[src/design/ust_pkg.sv]
// Package: shared types, codes and constants of the element session tracker.
`timescale 1ns / 1ps

package ust_pkg;

    localparam int ENTRIES_DEFAULT = 64;
    localparam int ID_W            = 32;
    localparam int GEN_W           = 32;
    localparam int CNT_W           = 32;

    localparam logic [CNT_W-1:0] COUNT_MAX = {CNT_W{1'b1}};
    localparam logic [CNT_W-1:0] COUNT_ONE = {{(CNT_W-1){1'b0}}, 1'b1};
    localparam logic [GEN_W-1:0] GEN_ONE   = {{(GEN_W-1){1'b0}}, 1'b1};
    localparam logic [GEN_W-1:0] GEN_ZERO  = {GEN_W{1'b0}};

    typedef enum logic [1:0] {
        OP_ADVANCE  = 2'd0,
        OP_REGISTER = 2'd1,
        OP_QUERY    = 2'd2,
        OP_RELEASE  = 2'd3
    } op_t;

    typedef enum logic [1:0] {
        ST_IDLE,
        ST_UPDATE,
        ST_REPORT
    } state_t;

    typedef struct packed {
        op_t              op;
        logic [ID_W-1:0]  element_id;
    } request_t;

    typedef struct packed {
        logic answer;
        logic found;
        logic any_current;
    } result_t;

    typedef struct packed {
        logic             valid;
        logic [ID_W-1:0]  id;
        logic [GEN_W-1:0] gen;
        logic [CNT_W-1:0] count;
    } entry_t;

    // Broadcast from the sequencer to every cell.
    typedef struct packed {
        logic             load;     // latch the id compare for a new request
        logic             apply;    // update cycle
        logic             clear;    // empty the table on generation wrap
        logic             append;   // register of an absent id, table not full
        op_t              op;
        logic [ID_W-1:0]  req_id;
        logic [ID_W-1:0]  load_id;
        logic [GEN_W-1:0] cur_gen;
    } cell_ctrl_t;

    // Per-cell status gathered by the top level.
    typedef struct packed {
        logic hit;          // id matched at request acceptance
        logic hit_current;  // matched and stamped with the current generation
        logic hit_last;     // matched and count of one or less
        logic current;      // valid and stamped with the current generation
    } cell_stat_t;

endpackage

[src/design/ust_cell.sv]
// One table slot: holds an entry, compares its id and shifts towards the head.
`timescale 1ns / 1ps

module ust_cell (
    input  logic                clk,
    input  logic                rst_n,
    input  ust_pkg::cell_ctrl_t ctrl,
    input  logic                shift_in,
    output logic                shift_out,
    input  logic                prev_valid,
    input  ust_pkg::entry_t     upper,
    output ust_pkg::entry_t     own,
    output ust_pkg::cell_stat_t stat
);

    logic                      valid_reg, valid_next;
    logic [ust_pkg::ID_W-1:0]  id_reg, id_next;
    logic [ust_pkg::GEN_W-1:0] gen_reg, gen_next;
    logic [ust_pkg::CNT_W-1:0] count_reg, count_next;
    logic                      hit_reg, hit_next;

    logic count_le1;
    logic gen_cur;
    logic remove_here;
    logic shift;
    logic append_here;

    assign count_le1   = ~|count_reg[ust_pkg::CNT_W-1:1];
    assign gen_cur     = (gen_reg == ctrl.cur_gen);
    assign remove_here = hit_reg && (ctrl.op == ust_pkg::OP_RELEASE) && count_le1;
    assign shift       = ctrl.apply && (shift_in || remove_here);
    assign shift_out   = shift;
    assign append_here = ctrl.apply && ctrl.append && prev_valid && !valid_reg;

    always_comb
    begin
        hit_next = hit_reg;
        if (ctrl.load)
        begin
            hit_next = valid_reg && (id_reg == ctrl.load_id);
        end
    end

    always_comb
    begin
        valid_next = valid_reg;
        id_next    = id_reg;
        gen_next   = gen_reg;
        count_next = count_reg;
        if (ctrl.apply && ctrl.clear)
        begin
            valid_next = 1'b0;
        end
        else if (shift)
        begin
            valid_next = upper.valid;
            id_next    = upper.id;
            gen_next   = upper.gen;
            count_next = upper.count;
        end
        else if (append_here)
        begin
            valid_next = 1'b1;
            id_next    = ctrl.req_id;
            gen_next   = ctrl.cur_gen;
            count_next = ust_pkg::COUNT_ONE;
        end
        else if (ctrl.apply && hit_reg && (ctrl.op == ust_pkg::OP_REGISTER))
        begin
            gen_next = ctrl.cur_gen;
            if (count_reg != ust_pkg::COUNT_MAX)
            begin
                count_next = count_reg + ust_pkg::COUNT_ONE;
            end
        end
        else if (ctrl.apply && hit_reg && (ctrl.op == ust_pkg::OP_RELEASE))
        begin
            count_next = count_reg - ust_pkg::COUNT_ONE;
        end
    end

    always_ff @(posedge clk or negedge rst_n)
    begin
        if (!rst_n)
        begin
            valid_reg <= 1'b0;
            hit_reg   <= 1'b0;
        end
        else
        begin
            valid_reg <= valid_next;
            hit_reg   <= hit_next;
        end
    end

    always_ff @(posedge clk)
    begin
        id_reg    <= id_next;
        gen_reg   <= gen_next;
        count_reg <= count_next;
    end

    assign own.valid = valid_reg;
    assign own.id    = id_reg;
    assign own.gen   = gen_reg;
    assign own.count = count_reg;

    assign stat.hit         = hit_reg;
    assign stat.hit_current = hit_reg && gen_cur;
    assign stat.hit_last    = hit_reg && count_le1;
    assign stat.current     = valid_reg && gen_cur;

endmodule

[config.mk]
export PLATFORM = sky130hd
export DESIGN_NAME = ust_cell
export DESIGN_NICKNAME = d
export VERILOG_FILES = /design/src/design/ust_pkg.sv /design/src/design/ust_cell.sv
export SDC_FILE = /design/constraint.sdc
export NUM_CORES = 1
export LEC_CHECK = 0
export ABC_AREA = 1
export BUFFER_PORTS_ARGS = -buffer_cell sky130_fd_sc_hd__buf_2
export CAP_MARGIN = 25
export CORE_MARGIN = 3
export CORE_UTILIZATION = 54
export CTS_CLUSTER_SIZE = 10
export DETAILED_ROUTE_END_ITERATION = 6
export PLACE_DENSITY = 0.87
export SKIP_LAST_GASP = 1
export SYNTH_ARGS = -nofsm -noshare
export SYNTH_HDL_FRONTEND = slang
export SYNTH_SLANG_ARGS = --single-unit
[constraint.sdc]
create_clock -name clk -period 5.2 [get_ports clk]
set_input_delay 0.52 -clock clk [delete_from_list [all_inputs] [get_ports clk]]
set_output_delay 0.52 -clock clk [all_outputs]
set_load 0.005 [all_outputs]
==> flow_summary.toml, run 1 <==
[outcome]
result_of_the_run = "completed"

[detailed_routing]
drt_drc_violations_left = 0
drt-total-wl_mm = 27.3
total_vias_in_the_final_route = 8607
route.detailed.vias_per_inst = 5.40
first_pass_iters = 6
post_drt_wl_per_cell_um = 17.2
final_antenna_net_count = 0
drt_first_iter_violations = 881

[layout]
final_nets = 1643
final_cell_mix = "494 x sky130_fd_sc_hd__nand2_1, 304 x sky130_fd_sc_hd__buf_2, 145 x sky130_fd_sc_hd__inv_1"
syn2layout_area_growth_pct = 25.7
layout-drive-gt1-share_pct = 23.7
most_common_cell_after_layout_fill_and_taps_aside = "sky130_fd_sc_hd__nand2_1"

[clocking]
cts_setup_buffers = 0
tritoncts.num_buffers = 9
cts_resized = 0
ctsRootBufferMaster = "sky130_fd_sc_hd__clkbuf_16"
cts_hold_repair.buffers = 1
worstSkewPairLatency_ns = 0.35
cts_htree_levels = 3
cts.sink_count = 98
cts.clk_slew.worst_paths_ns = 0.07
cts_tree = "done"
clockBufferDepth = 2

[logic_synthesis]
synth_seq_area_share_pct = 38.0
post_synth_instance_area_sq_um = 7710
synthesis.yosys.warnings = 0
synth_top_family_by_area = "simple AND/OR/NAND/NOR gates"
yosys.area_share.simple_pct = 36.0
synth_compound_area_share_pct = 3.83
xor_and_xnor_fraction_of_the_mapped_netlist_area_pct = 6.81
synthMuxAreaShare_pct = 0
mapped_cells = 1102
synth.avg_cell_area_sq_um = 7.00
synth-adder-area-share_pct = 6.26
synth.distinct_cells = 34
ys_ff_latch = 98
syn_nets = 1343

[worst_hold_path]
min_path_cells = 3
min_to = "gen_reg[28]$_DFFE_PP_"
min_path_type = "in -> reg"
timing.hold.worst.start = "upper[60]"

[setup_path]
cp.required_ns = 4.68
reg2reg_from = "count_reg[1]$_DFFE_PP_"
crit_path_cell_trace = "nor2_1 > nand2_1 > nor2_1 > nand2_1 > nor2_1 > nand2_1 > nand2_2 > nand2_2 > buf_4 > clkinv_4 > buf_2"
slowest_delay_ns = 0.76
reg2reg_setup_slack_ns = 2.11
timing_worst_setup_path_type = "reg -> out"
cp_endpoint_kind = "output pin"
cp_top_family = "buffers and inverters"
r2r.worst_path.cells = 12
cp.buffers_inverters = 3
cp-start-kind = "flip-flop"
worstPathMaxFanout = 99
critical_path_arrival_ns = 3.09
worstReg2RegEnd = "id_reg[18]$_DFFE_PP_"
slowest_cp_cell = "sky130_fd_sc_hd__clkinv_4"

[pwr]
seq_power_share_pct = 43.6
pwr-share-clk_pct = 29.7
power.switching_fraction_pct = 31.5
fin_total_pwr_uw = 2290
internal_power_uw = 1570
p_leak_uw = 0.00513
power_switching_uw = 722
pwr-share-comb_pct = 26.7
power.density_cell_area_nw_per_um2 = 237
power.ir.vdd_worst_mv = 0.185

[sta]
timing_max_transition_violations_final = 0
final-setup-viol-count = 0
slew_headroom_pct = 33.0
final.period_utilization_pct = 69.5
fin_hold_ws_ns = 0.430
finalHoldViolations = 0
period_minus_slack_ns = 3.61
grt_setup_unrepaired = "no"
setup_total_negative_slack_ns = 0
clock-skew-final_ns = 0.00750
maxClockFrequency_mhz = 277
worst_slew_pin_slew_ns = 1.01
final_critical_path_setup_slack_ns = 1.59

[placed_design]
hpwlAfterDp_mm = 22.0
place_ws_ns = 1.99
io_buffers = 304
globalplace.congestion = 1.02

[die]
die_y_um = 126
die_w_um = 126
boundaryPins = 305
core-area_sq_um = 13900
initial_utilization_pct = 55.3
dieArea_sq_um = 15800
placementRows = 43

[global_routing]
grt_start_max_net_pins = 100
grt-ovfl-total = 0
global_route_track_usage_on_met1_pct = 44.5
track_usage_pct = 33.7
grt.met3_usage_pct = 6.32
first_pass_grt_wire_length_mm = 41.7
grt.busiest_layer = "met2"
global_route.usage.met2_pct = 54.1
vias_in_the_first_global_route = 8018
number_of_antenna_violations_at_the_first_check_in_global_routing = 8

[run]
max_cap_violations = 0
## layout make-up
class / count / area (sq um)
Clock inverter: 6 / 63.8
Inverter: 146 / 553
Timing Repair Buffer: 310 / 1590
Fill cell: 1256 / 4240
Clock buffer: 10 / 229
Sequential cell: 98 / 2930
Multi-Input combinational cell: 837 / 4090
Antenna cell: 6 / 15.0
Tap cell: 180 / 225
## kinds of logic after synthesis
logic type / count (synthesis)
buffers and inverters: 167
AO/OA/AOI/OAI: 54
XOR/XNOR: 60
flip-flops: 98
AND/OR/NAND/NOR: 685
adder cells (fa/ha/maj): 38
## metrics by stage
stage	utilization, %	std cells	instance area, sq um
2_1_floorplan	-	1102	7710
3_3_place_gp	67.1	1569	9350
3_5_place_dp	67.3	1570	9380
4_1_cts	69.5	1587	9680
5_1_grt	69.6	1593	9690
6_report	69.6	1593	9690
## tightest hold or removal path, stage by stage
cell,delay [ns]
sky130_fd_sc_hd__buf_2,0.08
sky130_fd_sc_hd__nand2_1,0.04
sky130_fd_sc_hd__nand2_1,0.04
## Yosys cell counts
cell type                   count  area [sq um]
sky130_fd_sc_hd__a22o_1         1          8.76
sky130_fd_sc_hd__o21bai_1       1          7.51
sky130_fd_sc_hd__buf_2          3          15.0
sky130_fd_sc_hd__clkbuf_1       6          22.5
sky130_fd_sc_hd__nand3b_1       6          45.0
sky130_fd_sc_hd__o21ai_0       22           110
sky130_fd_sc_hd__dfrtp_1        2          50.1
sky130_fd_sc_hd__nor4_1         3          18.8
sky130_fd_sc_hd__a211oi_1       1          7.51
sky130_fd_sc_hd__nand4_1       30           188
sky130_fd_sc_hd__edfxtp_1      96          2880
sky130_fd_sc_hd__nor2_1        79           297
sky130_fd_sc_hd__clkbuf_2       1          5.00
sky130_fd_sc_hd__xor2_1        15           131
sky130_fd_sc_hd__nand3_1       53           265
sky130_fd_sc_hd__and2_1         2          12.5
sky130_fd_sc_hd__fa_1           1          20.0
sky130_fd_sc_hd__or2_2          6          37.5
sky130_fd_sc_hd__ha_1          37           463
sky130_fd_sc_hd__nand2_1      495          1860
sky130_fd_sc_hd__o2111ai_1      1          8.76
sky130_fd_sc_hd__xnor2_1       45           394
sky130_fd_sc_hd__inv_1        145           544
sky130_fd_sc_hd__a21oi_2        1          8.76
sky130_fd_sc_hd__o221ai_1       1          8.76
sky130_fd_sc_hd__buf_4          8          60.1
sky130_fd_sc_hd__o22ai_1        4          25.0
sky130_fd_sc_hd__clkinv_4       1          8.76
sky130_fd_sc_hd__nand2_2        1          6.26
sky130_fd_sc_hd__nor2_2         1          6.26
sky130_fd_sc_hd__buf_8          2          30.0
sky130_fd_sc_hd__buf_6          1          11.3
sky130_fd_sc_hd__a21oi_1       22           110
sky130_fd_sc_hd__nor3_1         9          45.0
## worst max-delay path by stage
stage,startpoint,to,slack [ns],cells after the start
6_report,count_reg[1]$_DFFE_PP_,shift_out,1.59,11
2_1_floorplan,ctrl[96],count_reg[28]$_DFFE_PP_,2.11,14
3_3_place_gp,ctrl[97],shift_out,2.02,9
4_1_cts,count_reg[1]$_DFFE_PP_,shift_out,1.62,11
5_1_grt,count_reg[5]$_DFFE_PP_,shift_out,1.31,11
3_5_place_dp,ctrl[97],shift_out,1.99,9
## metal layers
metal  vias up  share of wire [%]  routed length, um
met4         4                4.0               1110
met5         -              0.077                 21
met1      3892                 39              10600
met3        78                 10               2850
met2       526                 47              12800
li1       4107                  -                  -
## power by group through the flow
| stage | sequential, uW | combinational, uW | clock (uW) |
|---|---|---|---|
| after floorplan | 1010 | 351 | 0 |
| after global placement | 1010 | 584 | 0 |
| after detailed placement | 1010 | 599 | 0 |
| after CTS | 997 | 604 | 683 |
| after global routing | 1000 | 684 | 713 |
| final | 999 | 612 | 682 |
Note: power is estimated with default switching activity, not from simulation.
==> inputs of run 2 (changes only) <==
--- a/config.mk
+++ b/config.mk
@@ -9,10 +9,10 @@
 export BUFFER_PORTS_ARGS = -buffer_cell sky130_fd_sc_hd__buf_2
 export CAP_MARGIN = 25
 export CORE_MARGIN = 3
-export CORE_UTILIZATION = 54
+export CORE_UTILIZATION = 50
 export CTS_CLUSTER_SIZE = 10
 export DETAILED_ROUTE_END_ITERATION = 6
-export PLACE_DENSITY = 0.87
+export PLACE_DENSITY = 0.81
 export SKIP_LAST_GASP = 1
 export SYNTH_ARGS = -nofsm -noshare
 export SYNTH_HDL_FRONTEND = slang
==> constraint.sdc (replaced) <==
create_clock -name clk -period 3.47 [get_ports clk]
set_input_delay 0.347 -clock clk [delete_from_list [all_inputs] [get_ports clk]]
set_output_delay 0.347 -clock clk [all_outputs]
set_load 0.005 [all_outputs]
==> run 2 against run 1 <==
  * Worst hold slack got worse by 0.18 ns
  * First-iteration DRC count down 11%
  * Setup slack worse by 0.99 ns
  * Wire length fell by 0.76%
  * Utilization is 3.6 points lower
  * Clock-buffer cell count decreased by 1
  * Die area is 7.6% higher
  * Critical path depth up 3
  * Final cell count rose by 0.31%
  * Flip-flop and latch count did not move
  * Critical path type is now reg -> reg
  * Largest cell class unchanged
==> flow_summary.toml, run 2 (synthesis results as in run 1) <==
[outcome]
result_of_the_run = "completed"

[global_routing]
grt-ovfl-total = 0
vias_in_the_first_global_route = 7648
number_of_antenna_violations_at_the_first_check_in_global_routing = 2
track_usage_pct = 31.0
first_pass_grt_wire_length_mm = 40.3
grt_start_max_net_pins = 63

[setup_path]
cp-start-kind = "flip-flop"
critical_path_arrival_ns = 2.97
cp.required_ns = 3.57
cp_endpoint_kind = "flip-flop"
timing_worst_setup_path_type = "reg -> reg"
r2r.worst_path.cells = 14
worstPathMaxFanout = 40

[sta]
setup_total_negative_slack_ns = 0
period_minus_slack_ns = 2.87
grt_setup_unrepaired = "no"
clock-skew-final_ns = 0.00891
worst_slew_pin_slew_ns = 0.710
maxClockFrequency_mhz = 348
final.period_utilization_pct = 82.8
timing_max_transition_violations_final = 0
finalHoldViolations = 0
slew_headroom_pct = 52.7
final-setup-viol-count = 0

[die]
boundaryPins = 305
placementRows = 44
die_w_um = 130
dieArea_sq_um = 17000
initial_utilization_pct = 52.1
die_y_um = 130
core-area_sq_um = 14800

[pwr]
power.switching_fraction_pct = 31.2
internal_power_uw = 2440
power_switching_uw = 1110
pwr-share-clk_pct = 32.2
pwr-share-comb_pct = 25.4
p_leak_uw = 0.00517
seq_power_share_pct = 42.4
power.ir.vdd_worst_mv = 0.389
power.density_cell_area_nw_per_um2 = 363

[detailed_routing]
drt_drc_violations_left = 0
drt_first_iter_violations = 782
drt-total-wl_mm = 27.1
total_vias_in_the_final_route = 8251
post_drt_wl_per_cell_um = 17.0
first_pass_iters = 5
route.detailed.vias_per_inst = 5.16
final_antenna_net_count = 0

[clocking]
tritoncts.num_buffers = 9
ctsRootBufferMaster = "sky130_fd_sc_hd__clkbuf_16"
clockBufferDepth = 2
cts.sink_count = 98
worstSkewPairLatency_ns = 0.35
cts_setup_buffers = 0
cts_resized = 0
cts_htree_levels = 3
cts.clk_slew.worst_paths_ns = 0.08
cts_tree = "done"
cts_hold_repair.buffers = 1

[layout]
final_cell_mix = "494 x sky130_fd_sc_hd__nand2_1, 304 x sky130_fd_sc_hd__buf_2, 145 x sky130_fd_sc_hd__inv_1"
syn2layout_area_growth_pct = 26.7
n_fill_cell = 1355
layout-drive-gt1-share_pct = 24.2
postLayoutCoreUtil_pct = 66.0
final_nets = 1648
most_common_cell_after_layout_fill_and_taps_aside = "sky130_fd_sc_hd__nand2_1"

[placed_design]
globalplace.congestion = 0.971
io_buffers = 304
hpwlAfterDp_mm = 22.2

[run]
max_cap_violations = 0

[worst_hold_path]
min_path_cells = 3
min_path_type = "in -> reg"
[run 2: cell types whose count changed in the layout (fill, tap and decap cells not counted), sizes merged]
| cell | delta |
|---|---|
| clkbuf | -1 |
| bufinv | +1 |
| clkinv | -1 |
| inv | +1 |
| buf | +5 |
| diode | -4 |
[run 2: path summary, 6_finish.rpt]
path | end | slack (ns) | start
setup / recovery | count_reg[19]$_DFFE_PP_ | 0.60 | hit_reg$_DFFE_PN0P_
hold / removal | gen_reg[5]$_DFFE_PP_ | 0.25 | upper[37]
setup reg to reg | count_reg[19]$_DFFE_PP_ | 0.60 | hit_reg$_DFFE_PN0P_
hold reg to reg | valid_reg$_DFFE_PN0P_ | 0.61 | valid_reg$_DFFE_PN0P_
max in group asynchronous | hit_reg$_DFFE_PN0P_ | 3.02 | rst_n
min in group asynchronous | valid_reg$_DFFE_PN0P_ | 0.35 | rst_n
[run 2: layer usage]
layer  wire length, um  track usage [%]  up-vias
met5                13                0        -
met4               879             10.5        2
met3              2180             5.53       61
met2             12900             50.2      394
met1             11200             42.1     3679
li1                  -                -     4115
[run 2: power groups by stage]
stage	clock network [uW]	logic, uW	registers [uW]
2_1_floorplan	0	527	1510
3_3_place_gp	0	879	1530
3_5_place_dp	0	894	1530
4_1_cts	1160	898	1500
5_1_grt	1200	1020	1510
6_report	1140	903	1510
[run 2: layout make-up]
| cell class | count | area, sq um | area share, % |
|---|---|---|---|
| Inverter | 146 | 553 | 5.66 |
| Tap cell | 184 | 230 | 2.36 |
| Clock buffer | 9 | 225 | 2.31 |
| Multi-Input combinational cell | 837 | 4090 | 41.8 |
| Antenna cell | 2 | 5.00 | 0.0512 |
| Clock inverter | 7 | 108 | 1.10 |
| Sequential cell | 98 | 2930 | 30.0 |
| Timing Repair Buffer | 315 | 1630 | 16.7 |
[run 2: through the flow]
stage	power [uW]	worst slack [ns]	hold WS [ns]	area (sq um)	cells
finish	3550	0.598	0.254	9770	1598
CTS	3560	0.671	0.246	9770	1596
global route	3730	0.374	0.255	9770	1597
floorplan	2040	0.515	0.0514	7710	1102
global placement	2410	0.522	0.136	9420	1579
detailed placement	2420	0.509	0.139	9420	1579
[run 2: worst max-delay path: stages (launching register included)]
cell	delay, ns
sky130_fd_sc_hd__dfrtp_1	0.38
sky130_fd_sc_hd__nand2_1	0.06
sky130_fd_sc_hd__nor2_1	0.16
sky130_fd_sc_hd__nand2_1	0.08
sky130_fd_sc_hd__buf_4	0.28
sky130_fd_sc_hd__ha_1	0.43
sky130_fd_sc_hd__nand2_1	0.12
sky130_fd_sc_hd__nor2_1	0.20
sky130_fd_sc_hd__inv_1	0.06
sky130_fd_sc_hd__nor2_1	0.27
sky130_fd_sc_hd__nand4_1	0.20
sky130_fd_sc_hd__nand3_1	0.13
sky130_fd_sc_hd__nand2_1	0.05
sky130_fd_sc_hd__nand3_1	0.09
sky130_fd_sc_hd__nand2_1	0.07
==> inputs of run 3 (changes only) <==
--- a/config.mk
+++ b/config.mk
@@ -9,10 +9,10 @@
 export BUFFER_PORTS_ARGS = -buffer_cell sky130_fd_sc_hd__buf_2
 export CAP_MARGIN = 25
 export CORE_MARGIN = 3
-export CORE_UTILIZATION = 50
+export CORE_UTILIZATION = 45
 export CTS_CLUSTER_SIZE = 10
 export DETAILED_ROUTE_END_ITERATION = 6
-export PLACE_DENSITY = 0.81
+export PLACE_DENSITY = 0.77
 export SKIP_LAST_GASP = 1
 export SYNTH_ARGS = -nofsm -noshare
 export SYNTH_HDL_FRONTEND = slang
==> constraint.sdc (replaced) <==
create_clock -name clk -period 2.6 [get_ports clk]
set_input_delay 0.26 -clock clk [delete_from_list [all_inputs] [get_ports clk]]
set_output_delay 0.26 -clock clk [all_outputs]
set_load 0.005 [all_outputs]
==> run 3 against run 2 <==
  * Register-to-register slack worse by 0.44 ns
  * Critical path type unchanged
  * Critical path depth increased by 2
  * Flip-flop and latch count unchanged
  * Clock skew is essentially flat
  * Largest cell class unchanged
  * Via count increased by 3.2%
  * Combinational power rose by 48%
  * Fmax up 17%
  * Die area up 11%
  * Power is 35% higher
==> flow_summary.toml, run 3 (synthesis results as in run 1) <==
[layout]
fin_cells = 1661
final_cell_mix = "488 x sky130_fd_sc_hd__nand2_1, 304 x sky130_fd_sc_hd__buf_2, 144 x sky130_fd_sc_hd__inv_1"
final_nets = 1674
most_common_cell_after_layout_fill_and_taps_aside = "sky130_fd_sc_hd__nand2_1"
layout-drive-gt1-share_pct = 29.1
n_fill_cell = 1568
syn2layout_area_growth_pct = 35.0

[setup_path]
cp.required_ns = 2.72
cp-start-kind = "flip-flop"
reg2reg_from = "hit_reg$_DFFE_PN0P_"
worstPathMaxFanout = 10
worstReg2RegEnd = "count_reg[30]$_DFFE_PP_"
critical_path_arrival_ns = 2.56
reg2reg_setup_slack_ns = 0.16
r2r.worst_path.cells = 16
cp_endpoint_kind = "flip-flop"
timing_worst_setup_path_type = "reg -> reg"

[outcome]
result_of_the_run = "completed"

[pwr]
power.ir.vdd_worst_mv = 0.306
fin_total_pwr_uw = 4800
p_leak_uw = 0.00536
power.density_cell_area_nw_per_um2 = 461

[sta]
worst_slew_pin_slew_ns = 0.996
timing_max_transition_violations_final = 0
slew_headroom_pct = 33.6
clock-skew-final_ns = 0.00927
grt_setup_unrepaired = "yes"
final-setup-viol-count = 0
maxClockFrequency_mhz = 409
period_minus_slack_ns = 2.44
setup_total_negative_slack_ns = 0
finalHoldViolations = 0
fin_hold_ws_ns = 0.161
final.period_utilization_pct = 94.0

[die]
dieArea_sq_um = 18700
die_y_um = 137
placementRows = 47
initial_utilization_pct = 46.2
core-area_sq_um = 16700
boundaryPins = 305
die_w_um = 137

[worst_hold_path]
min_path_cells = 3
min_to = "id_reg[2]$_DFFE_PP_"
timing.hold.worst.start = "upper[66]"
min_path_type = "in -> reg"

[clocking]
cts_tree = "done"
cts.clk_slew.worst_paths_ns = 0.08
ctsRootBufferMaster = "sky130_fd_sc_hd__clkbuf_16"
cts_htree_levels = 3
tritoncts.num_buffers = 9
clockBufferDepth = 2
worstSkewPairLatency_ns = 0.36
cts.sink_count = 98

[detailed_routing]
drt_first_iter_violations = 706
final_antenna_net_count = 0
drt-total-wl_mm = 28.5
post_drt_wl_per_cell_um = 17.1
total_vias_in_the_final_route = 8515
route.detailed.vias_per_inst = 5.13
drt_drc_violations_left = 0
first_pass_iters = 6

[global_routing]
number_of_antenna_violations_at_the_first_check_in_global_routing = 2
grt_start_max_net_pins = 53
grt-ovfl-total = 0
first_pass_grt_wire_length_mm = 41.3
vias_in_the_first_global_route = 7803
track_usage_pct = 28.6

[run]
max_cap_violations = 0

[placed_design]
place_inst = 1634
io_buffers = 304
hpwlAfterDp_mm = 22.4
globalplace.congestion = 0.990
[run 3: power breakdown]
part,switching (uW),total (uW),internal (uW)
Clock,689,1460,766
Sequential,118,2010,1890
Combinational,752,1340,583
Total,1560,4800,3240
[run 3: worst max-delay path by stage]
stage	startpoint	end	slack [ns]
6_report	hit_reg$_DFFE_PN0P_	count_reg[30]$_DFFE_PP_	0.16
5_1_grt	hit_reg$_DFFE_PN0P_	count_reg[31]$_DFFE_PP_	-0.02
4_1_cts	hit_reg$_DFFE_PN0P_	count_reg[28]$_DFFE_PP_	0.02
3_5_place_dp	ctrl[100]	count_reg[12]$_DFFE_PP_	-0.05
3_3_place_gp	ctrl[100]	count_reg[29]$_DFFE_PP_	-0.05
2_1_floorplan	hit_reg$_DFFE_PN0P_	count_reg[28]$_DFFE_PP_	0.01
[run 3: layout make-up]
class	count	area [sq um]	share of cell area, %
timing repair buffer	340	1910	18.3
inverter	146	561	5.38
multi-input combinational	837	4410	42.4
timing repair inverter	1	8.76	0.0841
sequential	98	2930	28.2
tap	220	275	2.64
clock buffer	9	225	2.16
clock inverter	7	81.3	0.781
antenna	3	7.51	0.0721
[run 3: critical path: stages (launching register included)]
cell,delay [ns]
sky130_fd_sc_hd__dfrtp_1,0.35
sky130_fd_sc_hd__nand2_1,0.08
sky130_fd_sc_hd__nor2_4,0.12
sky130_fd_sc_hd__nand2_4,0.11
sky130_fd_sc_hd__clkbuf_16,0.21
sky130_fd_sc_hd__ha_4,0.29
sky130_fd_sc_hd__nand2_1,0.14
sky130_fd_sc_hd__nor2_1,0.22
sky130_fd_sc_hd__nand2_1,0.08
sky130_fd_sc_hd__inv_1,0.07
sky130_fd_sc_hd__nand2_1,0.05
sky130_fd_sc_hd__nand2_1,0.13
sky130_fd_sc_hd__nand2_1,0.09
sky130_fd_sc_hd__nand2_1,0.06
sky130_fd_sc_hd__nand2_1,0.05
sky130_fd_sc_hd__nand3_1,0.07
sky130_fd_sc_hd__nand2_1,0.06
[run 3: per-layer routing]
layer,up-vias,global-route usage (%),share of wire (%)
met5,-,0,0.074
met4,4,7.10,2.2
met3,45,6.21,9.3
met2,400,45.2,47
met1,3896,40.3,41
li1,4170,-,-
[run 3: per-stage QoR]
step	util [%]	area, sq um	setup WS [ns]
2_1_floorplan	-	7710	0.0149
3_3_place_gp	57.9	9660	-0.0496
3_5_place_dp	57.9	9660	-0.0512
4_1_cts	59.8	9990	0.0163
5_1_grt	62.3	10400	-0.0244
6_report	62.4	10400	0.155
[run 3: what timing repair did]
item                                    in CTS  in global routing
pin swaps                                    0                  1
cloned                                       0                  4
resized for setup                            1                 64
endpoints found under the setup margin       1                 24
endpoints found under the hold margin        2                  0
buffers inserted                             0                  3
hold buffers                                 1                  0
